### src/rtl/core/pisl_pkg.sv
// ---------------------------------------------------------------------------
// pisl_pkg
// Types, codes and helpers of the PI speed loop.
// ---------------------------------------------------------------------------
`default_nettype none

package pisl_pkg;

  // item modes
  localparam logic MODE_RUN   = 1'b0;
  localparam logic MODE_RESET = 1'b1;

  // configuration register indexes
  localparam int unsigned CFG_IDX_W = 3;
  localparam logic [CFG_IDX_W-1:0] CFG_PROP_GAIN       = 3'd0;
  localparam logic [CFG_IDX_W-1:0] CFG_INTEG_GAIN_DT   = 3'd1;
  localparam logic [CFG_IDX_W-1:0] CFG_RAMP_STEP       = 3'd2;
  localparam logic [CFG_IDX_W-1:0] CFG_CURRENT_LIMIT   = 3'd3;
  localparam logic [CFG_IDX_W-1:0] CFG_BRAKING_ALLOWED = 3'd4;
  localparam logic [CFG_IDX_W-1:0] CFG_LOOP_ENABLED    = 3'd5;

  // 5 rpm in Q23.8
  localparam logic signed [31:0] BRAKE_SPEED_THRESHOLD = 32'sd1280;

  // half LSB of the Q30.32 -> Q15.16 conversion
  localparam logic signed [63:0] ROUND_HALF = 64'sd32768;

  localparam logic signed [48:0] SAT_HI = 49'sd2147483647;
  localparam logic signed [48:0] SAT_LO = -49'sd2147483648;

  typedef struct packed {
    logic              mode;
    logic signed [31:0] speed_target;
    logic signed [31:0] speed_measured;
  } in_item_t;

  typedef struct packed {
    logic signed [31:0] current_ref;
    logic              output_saturated;
    logic signed [31:0] speed_error;
    logic signed [31:0] ramped_target;
  } out_item_t;

  // what an item does to the loop state
  typedef struct packed {
    logic reset_item;  // clear integrator, load ramp
    logic run;         // run step with loop enabled
  } tag_t;

  // sideband carried down the pipe with each item
  typedef struct packed {
    tag_t              tag;
    logic signed [31:0] meas;
    logic signed [31:0] err;
    logic signed [31:0] ramp;
  } side_t;

  function automatic logic signed [31:0] sat32(input logic signed [48:0] x);
    logic signed [48:0] r;
    if (x > SAT_HI) r = SAT_HI;
    else if (x < SAT_LO) r = SAT_LO;
    else r = x;
    return r[31:0];
  endfunction

endpackage

`default_nettype wire

### src/rtl/core/pisl_gain_mul.sv
// ---------------------------------------------------------------------------
// pisl_gain_mul
// Gain times error, Q30.32 product then round half up to Q15.16.
// ---------------------------------------------------------------------------
`default_nettype none

module pisl_gain_mul
  import pisl_pkg::*;
(
  input  wire logic               clk,
  input  wire logic               en_mul,
  input  wire logic               en_rnd,
  input  wire logic signed [31:0] gain,
  input  wire logic signed [31:0] err,
  output logic signed [47:0]      q
);

  logic signed [63:0] prod_r, prod_nxt;
  logic signed [63:0] rnd;
  logic signed [47:0] q_r;

  assign prod_nxt = 64'(gain) * 64'(err);
  assign rnd      = prod_r + ROUND_HALF;

  always_ff @(posedge clk) begin
    if (en_mul) begin
      prod_r <= prod_nxt;
    end
  end

  // arithmetic shift by 16 = floor
  always_ff @(posedge clk) begin
    if (en_rnd) begin
      q_r <= rnd[63:16];
    end
  end

  assign q = q_r;

endmodule

`default_nettype wire

### config.mk
export PLATFORM = sky130hd
export DESIGN_NAME = pisl_gain_mul
export DESIGN_NICKNAME = d
export VERILOG_FILES = /design/src/rtl/core/pisl_pkg.sv /design/src/rtl/core/pisl_gain_mul.sv
export SDC_FILE = /design/constraint.sdc
export NUM_CORES = 2
export LEC_CHECK = 0
export BUFFER_PORTS_ARGS = -buffer_cell sky130_fd_sc_hd__buf_2
export CAP_MARGIN = 25
export CORE_MARGIN = 5
export CORE_UTILIZATION = 60
export DETAILED_ROUTE_END_ITERATION = 12
export MAX_ROUTING_LAYER = met4
export PLACE_DENSITY = 0.77
export REMOVE_ABC_BUFFERS = 1
export SLEW_MARGIN = 15
export SYNTH_ARGS = -nofsm -noshare
export SYNTH_HDL_FRONTEND = slang
export SYNTH_SLANG_ARGS = --single-unit
### constraint.sdc
create_clock -name clk -period 11.3 [get_ports clk]
set_input_delay 2.26 -clock clk [delete_from_list [all_inputs] [get_ports clk]]
set_output_delay 2.26 -clock clk [all_outputs]
set_load 0.05 [all_outputs]
# [Word-level counts from Yosys, hierarchy flattened]
# Cells that the tools add are included.
[word_totals] wordCells=4 out_inout_bits=48 register_bits=112 in_bits=67
[op_classes] mul=1 add_sub_neg=1
[ops] operator="$add 64x17->64 const B" n=1
[ops] operator="$mul 32x32->64" n=1

# [Logic depth before layout (Yosys ltp)]
[depth] depth_word=1 ltp_mapped=28 depth_no_buf=26

# [Least setup slack after synthesis]
# No wires, ideal clock.
[synth_timing] kind="input -> register" start="in gain[31]" end="reg prod_r[61], data pin" cell_stages=28 path_buffers=2 t_arrival_ns=9.485 slack_ns=1.547 cell_sequence="clkbuf_1 -> nand2_1 -> inv_1 -> fa_1 -> inv_1 -> fa_1 -> inv_1 -> fa_1 -> fa_1 -> inv_1 -> fa_1 -> inv_1 -> fa_1 -> inv_1 -> fa_1 -> inv_1 -> fa_1 -> ha_1 -> clkbuf_1 -> and3_1 -> and2_1 -> nand2_1 -> o22ai_1 -> o41ai_1 -> o21ai_1 -> a311oi_1 -> a211oi_1 -> xor2_1"
[synth_via] elab_chain_len=1
[synth_rtl] item="start, declared" line_no="pisl_gain_mul.sv:13" source="input wire logic signed [31:0] gain,"
[synth_rtl] item="$mul 32x32->64" line_no="pisl_gain_mul.sv:22" source="assign prod_nxt = 64'(gain) * 64'(err);"
[synth_rtl] item="named net prod_nxt[61]" line_no="pisl_gain_mul.sv:18" source="logic signed [63:0] prod_r, prod_nxt;"
[synth_rtl] item="end signal, assigned" line_no="pisl_gain_mul.sv:27" source="prod_r <= prod_nxt;"
[synth_rtl] item="end, declared" line_no="pisl_gain_mul.sv:18"
# The timed path passes the listed nets, and every way through them passes these cells.
# A chain may end at the register's enable or synchronous reset.

# [Worst setup path after layout]
[layout_timing] start="in err[6]" end="reg prod_r[61], data pin"
[layout_via] elab_chain_len=1
[layout_rtl] item="start, declared" line_no="pisl_gain_mul.sv:14" source="input wire logic signed [31:0] err,"
[layout_rtl] item="$mul 32x32->64" line_no="pisl_gain_mul.sv:22"
[layout_rtl] item="named net prod_nxt[61]" line_no="pisl_gain_mul.sv:18"
# The timed path passes the listed nets, and every way through them passes these cells.

==> reports/qor.yml <==
timing:
  fin_crit_sh_pct: 93.49
  hold_violations: 0
  rsz0062_at_grt: "false"
  fin_crit_ns: 10.56
  worst_slew_pin_slew_ns: 1.041
  max_clock_freq_mhz: 94.66
  relSlewSlack_pct: 30.58
  clock_skew_ns: 0.007554
  tns_ns: 0
  finalMaxSlewViolations: 0
  finalSetupViolCount: 0
cells_and_area:
  num-nets-final: 5405
  drive_above_1_share_pct: 4.411
  area_growth_pct: 3.665
  finish.utilization_pct: 62.87
  final_area_sq_um: 41410
critical_path:
  rrSetupSlack_ns: 8.71
  reg2reg_to: "q[40]"
  worstSetupStartpointType: "input pin"
  required_ns: 11.39
  criticalPathCategory: "input pin to flop"
  crit_path_end_kind: "flop"
  path_max_fanout: 32
  rr_worst_depth: 8
  startpoint: "err[6]"
  rr_startpoint: "prod_r[22]"
  endpoint: "prod_r[61]"
  arrival_ns: 10.65
cts:
  insertion_delay_ns: 0.34
  clock_sinks: 97
  clk_path_buf_depth: 2
  path_clk_slew_ns: 0.06
  cts_buffers: 9
  cts-root-buf: "clkbuf_16"
  htree_num_levels: 3
  cts_setup_buffers: 0
  cts_resized: 0
  cts_tree: "built"
  holdBufCountCts: 0
die:
  dieArea_sq_um: 71840
  die_h_microns: 268.0
  num_rows: 94
  io_pins: 115
  core-area_sq_um: 65860
  start_util_pct: 60.65
  fp.dieW_microns: 268.0
detailed_routing:
  vias: 27710
  drt_iter0_drc: 1687
  routedWlPerCell_microns: 20.18
  drtAntennaViolNets: 0
  wl_microns: 99900
  dr.pass1.iters: 5
  drc: 0
  routed_via_density: 5.598
global_route:
  grt_pass1_vias: 31470
  grtUsageTotal_pct: 30.26
  overflow: 0
  antenna_found_initial: 7
  grt_max_degree: 50
  grt_pass1_wl_microns: 167100
place:
  gp_congestion: 0.9601
  dp_hpwl_microns: 82740
  port_buffers: 114
  dpl_cell_area_sq_um: 41050
synthesis:
  synth_top_cell_by_area: "fa_1"
  ys_seq_area_share_pct: 7.292
  netlist_top_cells_area: "fa_1 54%, inv_1 9.4%, and2_1 8.1%"
  synth_warnings: 0
  synth_top_area_share_pct: 54.18
  ys_top_cells_by_count: "1,081 x fa_1, 1,002 x inv_1, 537 x nand2_1, 519 x and2_1, 206 x clkbuf_1"
  synth-main-ff-cell: "edfxtp_1"
  ys_ff_latch: 97
  synth-edff-count: 97
  syn_avg_cell_area_sq_um: 9.681
  syn_inst: 4126
  syn_area_sq_um: 39950
  ys_types: 69
  synth.most_common_cell: "fa_1"
  synthArstFlopShare_pct: 0
job:
  cap_viol_max_count: 0
status:
  status: "completed"
min_path:
  hold_class: "flop to flop"
[metrics by stage]
stage	instances	hold slack [ns]	setup WS [ns]
floorplan	3919	0.5413	1.845
global placement	4928	0.5901	0.5569
detailed placement	4928	0.5956	0.4238
CTS	4944	0.6058	0.7583
global route	4949	0.6218	0.2445
finish	4950	0.6014	0.7358
[layer usage]
metal  wire length [microns]  global-route usage [%]  part of all wire [%]
met1                   38140                   38.65                    38
met5                       0                       -                     0
met3                    7284                   3.827                   7.3
met2                   51540                   52.31                    52
met4                    2937                   7.230                   2.9
[cells in the final DEF (no fill, tap or decap), drive strengths merged, types with 4 or more instances in the layout]
master / count
a211oi: 5
a21boi: 4
a21o: 32
a21oi: 65
a31oi: 11
and2: 519
and3: 12
and4: 5
buf: 146
clkbuf: 9
clkinv: 5
diode: 5
edfxtp: 97
fa: 1081
ha: 181
inv: 1003
nand2: 538
nand2b: 11
nand3: 29
nand4: 27
nor2: 68
nor3: 16
o211ai: 5
o21a: 6
o21ai: 36
o21bai: 13
or2: 5
xnor2: 79
xor2: 30
[sequential cells by signal, indices dropped and copies added (netlist names)]
signal,cells
prod_r,49
q,48
[cells by family (layout without fill, tap and decap cells)]
kind of cell | Yosys count | in the layout | share of synthesized area (%)
fa+ha+maj | 1262 | 1262 | 59.84
compound gates | 205 | 205 | 3.283
simple gates | 1242 | 1242 | 15.79
mux | 1 | 1 | 0.02819
other cells | 0 | 5 | 0
xor+xnor | 109 | 109 | 2.390
flops | 97 | 97 | 7.292
buf+inv | 1210 | 1165 | 11.37
[worst min path at each step]
| stage | from | endpoint | slack [ns] | cells after the start |
|---|---|---|---|---|
| 6_report | prod_r[61] | q[45] | 0.60 | 1 |
| 5_1_grt | prod_r[52] | q[36] | 0.62 | 1 |
| 4_1_cts | prod_r[61] | q[45] | 0.61 | 1 |
| 3_5_place_dp | prod_r[45] | q[29] | 0.60 | 1 |
| 3_3_place_gp | prod_r[19] | q[3] | 0.59 | 1 |
| 2_1_floorplan | prod_r[39] | q[23] | 0.54 | 1 |
[layout make-up]
cell class,instances,area [sq um]
Multi-Input combinational cell,2819,32490
Fill cell,5358,24450
Inverter,1003,3765
Sequential cell,97,2913
Tap cell,864,1081
Timing Repair Buffer,146,830.8
Clock buffer,9,225.2
Clock inverter,7,92.59
Antenna cell,5,12.51
[worst max-delay path, stage by stage]
cell and delay (ns):
buf_2 0.52, nand2_1 0.18, inv_1 0.12, fa_1 0.42, inv_1 0.27, fa_1 0.47, inv_1 0.22, fa_1 0.50
fa_1 0.93, inv_1 0.39, fa_1 0.58, inv_1 0.06, fa_1 0.55, fa_1 0.44, fa_1 0.47, ha_1 0.40
a21o_1 0.19, a21o_1 0.17, a21oi_1 0.26, o22ai_1 0.12, o41ai_1 0.44, o21ai_1 0.14, a311oi_1 0.29, a211oi_1 0.10
xor2_1 0.15
Power is left out: the tool's default activity adds up to more than one toggle a clock period on the data nets, which glitch-free logic cannot reach.
