==> src/rtl/core/pisl_pkg.sv <==
// ---------------------------------------------------------------------------
// pisl_pkg
// Types, codes and helpers of the PI speed loop.
// ---------------------------------------------------------------------------
`default_nettype none

package pisl_pkg;

  // item modes
  localparam logic MODE_RUN   = 1'b0;
  localparam logic MODE_RESET = 1'b1;

  // configuration register indexes
  localparam int unsigned CFG_IDX_W = 3;
  localparam logic [CFG_IDX_W-1:0] CFG_PROP_GAIN       = 3'd0;
  localparam logic [CFG_IDX_W-1:0] CFG_INTEG_GAIN_DT   = 3'd1;
  localparam logic [CFG_IDX_W-1:0] CFG_RAMP_STEP       = 3'd2;
  localparam logic [CFG_IDX_W-1:0] CFG_CURRENT_LIMIT   = 3'd3;
  localparam logic [CFG_IDX_W-1:0] CFG_BRAKING_ALLOWED = 3'd4;
  localparam logic [CFG_IDX_W-1:0] CFG_LOOP_ENABLED    = 3'd5;

  // 5 rpm in Q23.8
  localparam logic signed [31:0] BRAKE_SPEED_THRESHOLD = 32'sd1280;

  // half LSB of the Q30.32 -> Q15.16 conversion
  localparam logic signed [63:0] ROUND_HALF = 64'sd32768;

  localparam logic signed [48:0] SAT_HI = 49'sd2147483647;
  localparam logic signed [48:0] SAT_LO = -49'sd2147483648;

  typedef struct packed {
    logic              mode;
    logic signed [31:0] speed_target;
    logic signed [31:0] speed_measured;
  } in_item_t;

  typedef struct packed {
    logic signed [31:0] current_ref;
    logic              output_saturated;
    logic signed [31:0] speed_error;
    logic signed [31:0] ramped_target;
  } out_item_t;

  // what an item does to the loop state
  typedef struct packed {
    logic reset_item;  // clear integrator, load ramp
    logic run;         // run step with loop enabled
  } tag_t;

  // sideband carried down the pipe with each item
  typedef struct packed {
    tag_t              tag;
    logic signed [31:0] meas;
    logic signed [31:0] err;
    logic signed [31:0] ramp;
  } side_t;

  function automatic logic signed [31:0] sat32(input logic signed [48:0] x);
    logic signed [48:0] r;
    if (x > SAT_HI) r = SAT_HI;
    else if (x < SAT_LO) r = SAT_LO;
    else r = x;
    return r[31:0];
  endfunction

endpackage

`default_nettype wire

==> src/rtl/core/pisl_ramp.sv <==
// ---------------------------------------------------------------------------
// pisl_ramp
// Ramped target state and speed error for one item.
// ---------------------------------------------------------------------------
`default_nettype none

module pisl_ramp
  import pisl_pkg::*;
(
  input  wire logic        clk,
  input  wire logic        rst_n,
  input  wire logic        en,
  input  wire in_item_t    item,
  input  wire logic        loop_enabled,
  input  wire logic [30:0] ramp_step,
  output side_t            side_q
);

  logic signed [31:0] ramp_r, ramp_nxt;
  logic signed [31:0] ramp_run;
  logic signed [32:0] up_sum, dn_sum, tgt33;
  logic signed [48:0] diff;
  side_t              side_r, side_nxt;
  tag_t               tag;

  always_comb begin
    tag.reset_item = (item.mode == MODE_RESET);
    tag.run        = (item.mode == MODE_RUN) && loop_enabled;

    tgt33  = 33'(item.speed_target);
    up_sum = 33'(ramp_r) + signed'({2'b00, ramp_step});
    dn_sum = 33'(ramp_r) - signed'({2'b00, ramp_step});

    if (ramp_step == 31'd0) begin
      ramp_run = item.speed_target;
    end else if (ramp_r < item.speed_target) begin
      ramp_run = (up_sum > tgt33) ? item.speed_target : up_sum[31:0];
    end else if (ramp_r > item.speed_target) begin
      ramp_run = (dn_sum < tgt33) ? item.speed_target : dn_sum[31:0];
    end else begin
      ramp_run = ramp_r;
    end

    if (tag.reset_item) ramp_nxt = item.speed_measured;
    else if (tag.run) ramp_nxt = ramp_run;
    else ramp_nxt = ramp_r;

    diff = 49'(ramp_nxt) - 49'(item.speed_measured);

    side_nxt.tag  = tag;
    side_nxt.meas = item.speed_measured;
    side_nxt.err  = tag.run ? sat32(diff) : 32'sd0;
    side_nxt.ramp = ramp_nxt;
  end

  always_ff @(posedge clk) begin
    if (!rst_n) begin
      ramp_r <= 32'sd0;
    end else if (en) begin
      ramp_r <= ramp_nxt;
    end
  end

  always_ff @(posedge clk) begin
    if (en) begin
      side_r <= side_nxt;
    end
  end

  assign side_q = side_r;

endmodule

`default_nettype wire

==> config.mk <==
export PLATFORM = sky130hd
export DESIGN_NAME = pisl_ramp
export DESIGN_NICKNAME = d
export VERILOG_FILES = /design/src/rtl/core/pisl_pkg.sv /design/src/rtl/core/pisl_ramp.sv
export SDC_FILE = /design/constraint.sdc
export NUM_CORES = 1
export LEC_CHECK = 0
export ABC_AREA = 0
export BUFFER_PORTS_ARGS = -buffer_cell sky130_fd_sc_hd__buf_2
export CAP_MARGIN = 20
export CORE_MARGIN = 3
export CORE_UTILIZATION = 40
export CTS_CLUSTER_DIAMETER = 80
export DETAILED_ROUTE_END_ITERATION = 6
export PLACE_DENSITY_LB_ADDON = 0.08
export SLEW_MARGIN = 20
export SYNTH_ARGS = -nofsm -noshare
export SYNTH_HDL_FRONTEND = slang
export SYNTH_SLANG_ARGS = --single-unit
==> constraint.sdc <==
create_clock -name clk -period 16.15 [get_ports clk]
set_input_delay 4.0375 -clock clk [delete_from_list [all_inputs] [get_ports clk]]
set_output_delay 4.0375 -clock clk [all_outputs]
set_load 0.1 [all_outputs]
After elaboration in Yosys (flattened, before gate mapping)

Index checks and enable logic that the tools add are counted.

Add/sub/neg operators: 3
$lt $le $gt $ge: 6
Muxes and demuxes: 9
Bitwise gates (word level): 2
Reductions and logical operators: 3

Operators by type and width:

| cell                   | number |
|---|---|
| $mux W32               | 8 |
| $sub A32 B32 Y33       | 2 |
| $add A32 B32 Y33       | 1 |
| $gt A33 B32 Y1         | 1 |
| $gt A33 B32 Y1 const B | 1 |
| $lt A33 B32 Y1         | 1 |
| $lt A33 B32 Y1 const B | 1 |
| $gt A32 B32 Y1         | 1 |
| $lt A32 B32 Y1         | 1 |
| $logic_not A31 Y1      | 1 |
| $mux W31               | 1 |
| $not A1 Y1             | 2 |
| $reduce_or A2 Y1       | 1 |
| $logic_and A1 B1 Y1    | 1 |

Bits in registers: 130
Bits of input ports: 100
Word-level logic and storage cells: 30

Logic depth before layout (Yosys ltp)

Gate-level depths: netlist of run 1.

Word-level depth: 12
Mapped depth: 37
Gate-level depth less buffers: 35

Worst setup path after synthesis of run 1

Ideal clock, no wire load.

Path type: input -> register
From: input ramp_step[10]
To: register side_r, in the netlist side_q[55] (data pin)
Library setup time: 270 ps
Arrival time: 11145 ps
Data required time: 15880 ps
Setup slack: 4735 ps
Stages: 34
Path through: inv_1 -> ha_1 -> buf_1 -> nand4_1 -> a211oi_1 -> o21ai_0 -> o31a_1 -> a31oi_1 -> o21ai_0 -> xnor2_1 -> inv_1 -> ha_1 -> nand4_2 -> or4_4 -> or4_4 -> a31oi_4 -> o31ai_4 -> buf_6 -> mux2i_1 -> a21oi_1 -> a221o_1 -> a21bo_1 -> fa_1 -> a211oi_1 -> o21a_1 -> a2bb2oi_1 -> a21oi_1 -> o311ai_1 -> o21ai_1 -> nand3_1 -> o21ai_1 -> o21ai_1 -> clkbuf_1 -> o21ai_0

Cells in the longest elaborated chain, start to end: 12
Elaborated cells on any way between the ends: 17
Classes of those cells: add/sub: 3; order compare: 4; mux: 9; reduce/logical: 1

Ends and longest elaborated chain:

| item                   | RTL line        | source |
|---|---|---|
| start: declaration     | pisl_ramp.sv:15 | `input wire logic [30:0] ramp_step,` |
| $sub A32 B32 Y33       | pisl_ramp.sv:32 | `dn_sum = 33'(ramp_r) - signed'({2'b00, ramp_step});` |
| $lt A33 B32 Y1         | pisl_ramp.sv:39 | `ramp_run = (dn_sum < tgt33) ? item.speed_target : dn_sum[31:0];` |
| $mux W32               | pisl_ramp.sv:39 |  |
| $mux W32               | pisl_ramp.sv:38 | `end else if (ramp_r > item.speed_target) begin` |
| $mux W32               | pisl_ramp.sv:36 | `end else if (ramp_r < item.speed_target) begin` |
| $mux W32 (*)           | pisl_ramp.sv:34 | `if (ramp_step == 31'd0) begin` |
| $mux W32 (*)           | pisl_ramp.sv:45 | `else if (tag.run) ramp_nxt = ramp_run;` |
| $mux W32 (*)           | pisl_ramp.sv:44 | `if (tag.reset_item) ramp_nxt = item.speed_measured;` |
| named net ramp_nxt[1]  | pisl_ramp.sv:19 | `logic signed [31:0] ramp_r, ramp_nxt;` |
| $sub A32 B32 Y33 (*)   | pisl_ramp.sv:48 | `diff = 49'(ramp_nxt) - 49'(item.speed_measured);` |
| $lt A33 B32 Y1         | pisl_pkg.sv:61  | `else if (x < SAT_LO) r = SAT_LO;` |
| $mux W32               | pisl_pkg.sv:61  |  |
| $mux W31 (*)           | pisl_pkg.sv:60  | `if (x > SAT_HI) r = SAT_HI;` |
| end signal: assignment | pisl_ramp.sv:66 | `side_r <= side_nxt;` |
| end: declaration       | pisl_ramp.sv:23 | `side_t side_r, side_nxt;` |

Mark *: on every way through the listed nets, which the timed path passes. The rest lies on a longest branch.
A chain may end at the register's enable or synchronous reset.

Worst setup path after layout of run 1

From: input ramp_step[2]
To: register side_r, in the netlist side_q[37] (data pin)

Cells in the longest elaborated chain, start to end: 12
Elaborated cells on any way between the ends: 17
Classes of those cells: add/sub: 3; order compare: 4; mux: 9; reduce/logical: 1

Ends and longest elaborated chain:

| item                 | RTL line |
|---|---|
| $sub A32 B32 Y33     | pisl_ramp.sv:32 |
| $lt A33 B32 Y1       | pisl_ramp.sv:39 |
| $mux W32             | pisl_ramp.sv:39 |
| $mux W32             | pisl_ramp.sv:38 |
| $mux W32             | pisl_ramp.sv:36 |
| $mux W32 (*)         | pisl_ramp.sv:34 |
| $mux W32 (*)         | pisl_ramp.sv:45 |
| $mux W32 (*)         | pisl_ramp.sv:44 |
| $sub A32 B32 Y33 (*) | pisl_ramp.sv:48 |
| $lt A33 B32 Y1       | pisl_pkg.sv:61 |
| $mux W32             | pisl_pkg.sv:61 |
| $mux W31 (*)         | pisl_pkg.sv:60 |

Every way passes the cells marked *; elsewhere a longest branch is shown, timed or not.

==> impl_metrics.ini, run 1 <==
[synth]
syn_inst = 1709
ys_seq_area_frac = 0.256
synth_cell_types = 89
syn-cell-area_um2 = 14000
yosysWarnings = 0
synth_ff_type = edfxtp_1
syn_avg_cell_area_um2 = 8.18
synth_edf_count = 98
async_reset_ff_frac = 0
synth_seq_cells = 130
synth.net_count = 2003

[finish]
drive_gt1_frac = 0.148
layout.cells.non_filler = 2325
layout_commonest_cell = buf_2
fillCellCount = 3437
nets = 2157
area_growth_pct = 14.2
layout_common_cells = buf_2, ha_1, a21oi_1

[drt]
dr.pass1.iters = 5
drcViolationCount = 0
avgViaCountPerCell = 5.94
postRouteWirelength_um = 50200
vias = 13808
avgRoutedWirePerCell_um = 21.6
drt_iter0_drc = 1239
antenna_left = 0

[critical_path]
rr_startpoint = ramp_r[2]$_SDFFE_PN0P_
crit_start = ramp_step[2]
crit_type = in -> reg
critPathCaptureType = flop
path_max_fanout = 28
r2r_end = side_q[37]$_SDFFCE_PN0P_
rrSetupSlack_ns = 6.20
slowest_delay_ns = 0.66
cp-start-kind = input pin
setup.worst_path.end = side_q[37]$_SDFFCE_PN0P_
critical_path_required_ns = 16.25
crit_arrival_ns = 13.35
r2r_cells = 31
cpMaxStageDelayCell = nand3_1

[place]
port_buffers = 197
hpwl_um = 41200
place.gp.congestion = 0.951
dp.cells = 2292

[clock_tree]
post_cts_buffers = 0
cts_buffers = 17
clock_tree.root_cell = clkbuf_16
cts_tree = yes
clock-sinks = 130
clk_pin_slew_worst_paths_ns = 0.06
cts_resized = 0
cts_max_level = 4
clock_latency_ns = 0.42
cts_buffer_depth = 2
hold_buffers = 0

[sta]
finalMaxSlewViolations = 0
fin_skew_ns = 0.00868
setup_viol = 0
finalSetupTns_ns = 0
fin_crit_sh = 0.820
fmax_mhz = 75.5
final_hold_viol_count = 0
finalCriticalPeriod_ns = 13.24
tightest_slew_ns = 0.844
relSlewSlack = 0.438
rsz0062_at_grt = no

[die]
dieArea_um2 = 37200
num_rows = 67
start_util = 0.412
io_pins = 198
die_x_um = 193
die_y_um = 193
core-area_um2 = 34000

[power_and_ir_drop]
p_leak_nw = 7.17
p_total_mw = 1.77
p_per_area_nw_per_um2 = 111
ir_drop_mv = 0.0981

[grt]
grt_max_degree = 75
grt_pass1_wl_um = 75500
gr-total-overflow = 0
grt_pass1_vias = 12883
antenna_found_initial = 0
grt_use_total = 0.264

[worst_hold_path]
min_path_type = reg -> reg
min_from = ramp_r[29]$_SDFFE_PN0P_

[run_status]
outcome = finished clean

[run]
cap_viol_max_count = 0
-- per-layer routing --
| metal | part of all wire | GRT usage |
|---|---|---|
| met5 | 0 | 0 |
| met1 | 0.47 | 0.385 |
| met3 | 0.069 | 0.0240 |
| met2 | 0.44 | 0.414 |
| met4 | 0.025 | 0.0815 |
-- area by class of cell --
| class | count | area (um^2) | area share |
|---|---|---|---|
| Tap cell | 448 | 561 | 0.0351 |
| Inverter | 149 | 561 | 0.0351 |
| Multi-Input combinational cell | 1353 | 9520 | 0.596 |
| Antenna cell | 1 | 2.50 | 0.000157 |
| Clock inverter | 14 | 204 | 0.0128 |
| Clock buffer | 18 | 429 | 0.0269 |
| Sequential cell | 130 | 3580 | 0.225 |
| Timing Repair Buffer | 212 | 1100 | 0.0690 |
-- cell usage after synthesis, drive strengths merged, types with 31 or more instances --
cell type	n	area (um^2)
nand3	39	195
a21oi	159	796
clkbuf	59	221
a21o	39	293
xnor2	61	534
ha	191	2390
a211oi	31	238
o21ai	169	850
nor3	33	165
dfxtp	32	641
inv	145	544
edfxtp	98	2940
nand2	127	477
nor2	120	450
-- power by group --
group | switching, mW | internal (mW) | total (mW)
combinational | 0.653 | 0.269 | 0.922
clock | 0.152 | 0.261 | 0.413
sequential | 0.0287 | 0.406 | 0.435
total | 0.834 | 0.936 | 1.77
-- logic make-up (layout without fill, tap and decap cells) --
| family | after synthesis | after routing | share of synthesized area |
|---|---|---|---|
| and+or+nand+nor | 450 | 450 | 0.155 |
| other | 0 | 1 | 0 |
| xor gates and xnor gates | 84 | 84 | 0.0526 |
| DFF | 130 | 130 | 0.256 |
| AOI/OAI and AO/OA | 599 | 599 | 0.278 |
| buffers and inverters | 226 | 393 | 0.0636 |
| adders and majority gates | 194 | 194 | 0.175 |
| muxes | 26 | 26 | 0.0189 |
-- per-stage QoR --
| stage | utilization | setup WS [ns] | instance area [um^2] | hold slack (ns) |
|---|---|---|---|---|
| 6_report | 0.470 | 2.91 | 16000 | 0.644 |
| 5_1_grt | 0.470 | 2.12 | 16000 | 0.665 |
| 4_1_cts | 0.470 | 3.00 | 16000 | 0.639 |
| 3_5_place_dp | 0.451 | 2.54 | 15300 | 0.630 |
| 3_3_place_gp | 0.451 | 2.72 | 15300 | 0.618 |
| 2_1_floorplan | - | 4.73 | 14000 | 0.509 |
-- sequential cells by signal, indices dropped and copies added (netlist names) --
signal and cells:
ramp_r 32, side_q 98
-- critical path: cells and delay by family --
| kind | cells | cell delay [ns] |
|---|---|---|
| AOI/OAI and AO/OA | 19 | 5.67 |
| xor gates and xnor gates | 1 | 0.23 |
| adders and majority gates | 4 | 1.41 |
| buffers and inverters | 3 | 0.21 |
| and+or+nand+nor | 6 | 1.75 |
-- worst min path at each step --
stage / endpoint / slack, ns / depth (start not counted)
after floorplan: ramp_r[26]$_SDFFE_PN0P_ / 0.51 / 2
after global placement: ramp_r[29]$_SDFFE_PN0P_ / 0.62 / 2
after detailed placement: ramp_r[29]$_SDFFE_PN0P_ / 0.63 / 2
after CTS: ramp_r[29]$_SDFFE_PN0P_ / 0.64 / 2
after global routing: ramp_r[29]$_SDFFE_PN0P_ / 0.67 / 2
final: ramp_r[29]$_SDFFE_PN0P_ / 0.64 / 2
Note: power is estimated with default switching activity, not from simulation.
==> inputs of run 2 (changes only) <==
Clock period 16.15 ns to 11.85 ns, I/O delays scaled along.
==> impl_metrics.ini, run 2 (synthesis gave the netlist of run 1 again) <==
[finish]
nets = 2174
layout_common_cells = buf_2, ha_1, a21oi_1
fin_util = 0.474
fillCellCount = 3429
layout_commonest_cell = buf_2
antenna_cells = 0
area_growth_pct = 15.1
largest_reg_flops = 98
regArea_um2 = 3580
multiInputGateArea_um2 = 9540
drive_gt1_frac = 0.157

[power_and_ir_drop]
p_leak_nw = 7.24
ir_drop_mv = 0.152
switchingPower_mw = 1.13
p_per_area_nw_per_um2 = 149
swShare = 0.472
clockPowerShare = 0.220
seq_power_share = 0.247
p_int_mw = 1.27
comb_power_share = 0.532

[clock_tree]
cts_max_level = 4
clk_pin_slew_worst_paths_ns = 0.06
cts_buffer_depth = 2
cts_tree = yes
clock-sinks = 130
cts_buffers = 17
clock_tree.root_cell = clkbuf_16
clock_latency_ns = 0.42

[drt]
postRouteWirelength_um = 50500
drcViolationCount = 0
antenna_left = 0
drt_iter0_drc = 1033
dr.pass1.iters = 6
avgViaCountPerCell = 5.93
avgRoutedWirePerCell_um = 21.6
vias = 13881

[die]
num_rows = 67
start_util = 0.412
core-area_um2 = 34000
io_pins = 198
die_x_um = 193
dieArea_um2 = 37200
die_y_um = 193

[sta]
rsz0062_at_grt = no
relSlewSlack = 0.355
fin_skew_ns = 0.00939
finalCriticalPeriod_ns = 11.30
final_hold_viol_count = 0
setup_viol = 0
fmax_mhz = 88.5
finalSetupTns_ns = 0
tightest_slew_ns = 0.968
finalMaxSlewViolations = 0
fin_crit_sh = 0.954

[critical_path]
slowest_delay_ns = 0.59
crit_type = in -> reg
crit_arrival_ns = 11.45
cpMaxStageDelayCell = or4_4
cp-start-kind = input pin
critPathCaptureType = flop
critical_path_required_ns = 11.99
path_max_fanout = 31

[run_status]
outcome = finished clean

[grt]
antenna_found_initial = 0
grt_pass1_wl_um = 75400
gr-total-overflow = 0
grt_max_degree = 80
grt_pass1_vias = 12753
grt_use_total = 0.263

[worst_hold_path]
min_path_type = reg -> reg

[place]
hpwl_um = 41500
port_buffers = 197
place.gp.congestion = 0.956

[run]
cap_viol_max_count = 0
-- run 2: metal layers --
layer / global-route usage / vias to the layer above / wire, um
li1: - / 6699 / -
met1: 0.386 / 6559 / 23700
met2: 0.412 / 551 / 22100
met3: 0.0235 / 72 / 3250
met4: 0.0804 / 0 / 1430
met5: 0 / - / 0
-- run 2: through the flow --
stage                     worst slack [ns]  cell area, um^2  std cells  total power, mW  hold slack [ns]
after global placement               0.132            15400       2306             1.85            0.614
after floorplan                       1.51            14000       1709             1.53            0.509
after CTS                            0.527            16000       2338             2.39            0.634
final                                0.546            16100       2341             2.40            0.642
after global routing                0.0322            16100       2341             2.54            0.683
after detailed placement             0.120            15400       2306             1.86            0.627
-- run 2: layout make-up --
| cell class | instances | share of cell area |
|---|---|---|
| multi-input cells | 1353 | 0.593 |
| repair buffers | 229 | 0.0779 |
| inverters | 149 | 0.0348 |
| flip-flops and latches | 130 | 0.223 |
| clock inverters | 13 | 0.0100 |
| well taps | 448 | 0.0348 |
| clock buffers | 19 | 0.0269 |
-- run 2: worst max-delay path, delay by kind of cell --
family / cells / cell delay [ns]
simple gates: 4 / 1.54
buf+inv: 5 / 0.73
compound gates: 18 / 4.25
fa+ha+maj: 4 / 1.18
mux: 1 / 0.16
xor+xnor: 2 / 0.56
-- run 2: repair_timing --
item / 4_1_cts / 5_1_grt
resized for setup: 0 / 6
hold endpoints to repair: 0 / 0
setup endpoints to repair: 0 / 31
setup buffers: 0 / 3
hold buffers: 0 / 0
-- run 2: path summary, 6_finish.rpt --
path / start / to / slack, ns / depth (start not counted)
min reg2reg: ramp_r[27]$_SDFFE_PN0P_ / ramp_r[27]$_SDFFE_PN0P_ / 0.64 / 2
max reg2reg: ramp_r[0]$_SDFFE_PN0P_ / side_q[37]$_SDFFCE_PN0P_ / 2.61 / 34
min: ramp_r[27]$_SDFFE_PN0P_ / ramp_r[27]$_SDFFE_PN0P_ / 0.64 / 2
max: ramp_step[0] / side_q[37]$_SDFFCE_PN0P_ / 0.55 / 34
-- run 2: power by group through the flow --
stage / registers, mW / clock network, mW / logic [mW]
5_1_grt: 0.598 / 0.560 / 1.38
4_1_cts: 0.593 / 0.539 / 1.26
6_report: 0.594 / 0.530 / 1.28
3_5_place_dp: 0.602 / 0 / 1.25
3_3_place_gp: 0.603 / 0 / 1.25
2_1_floorplan: 0.875 / 0 / 0.654
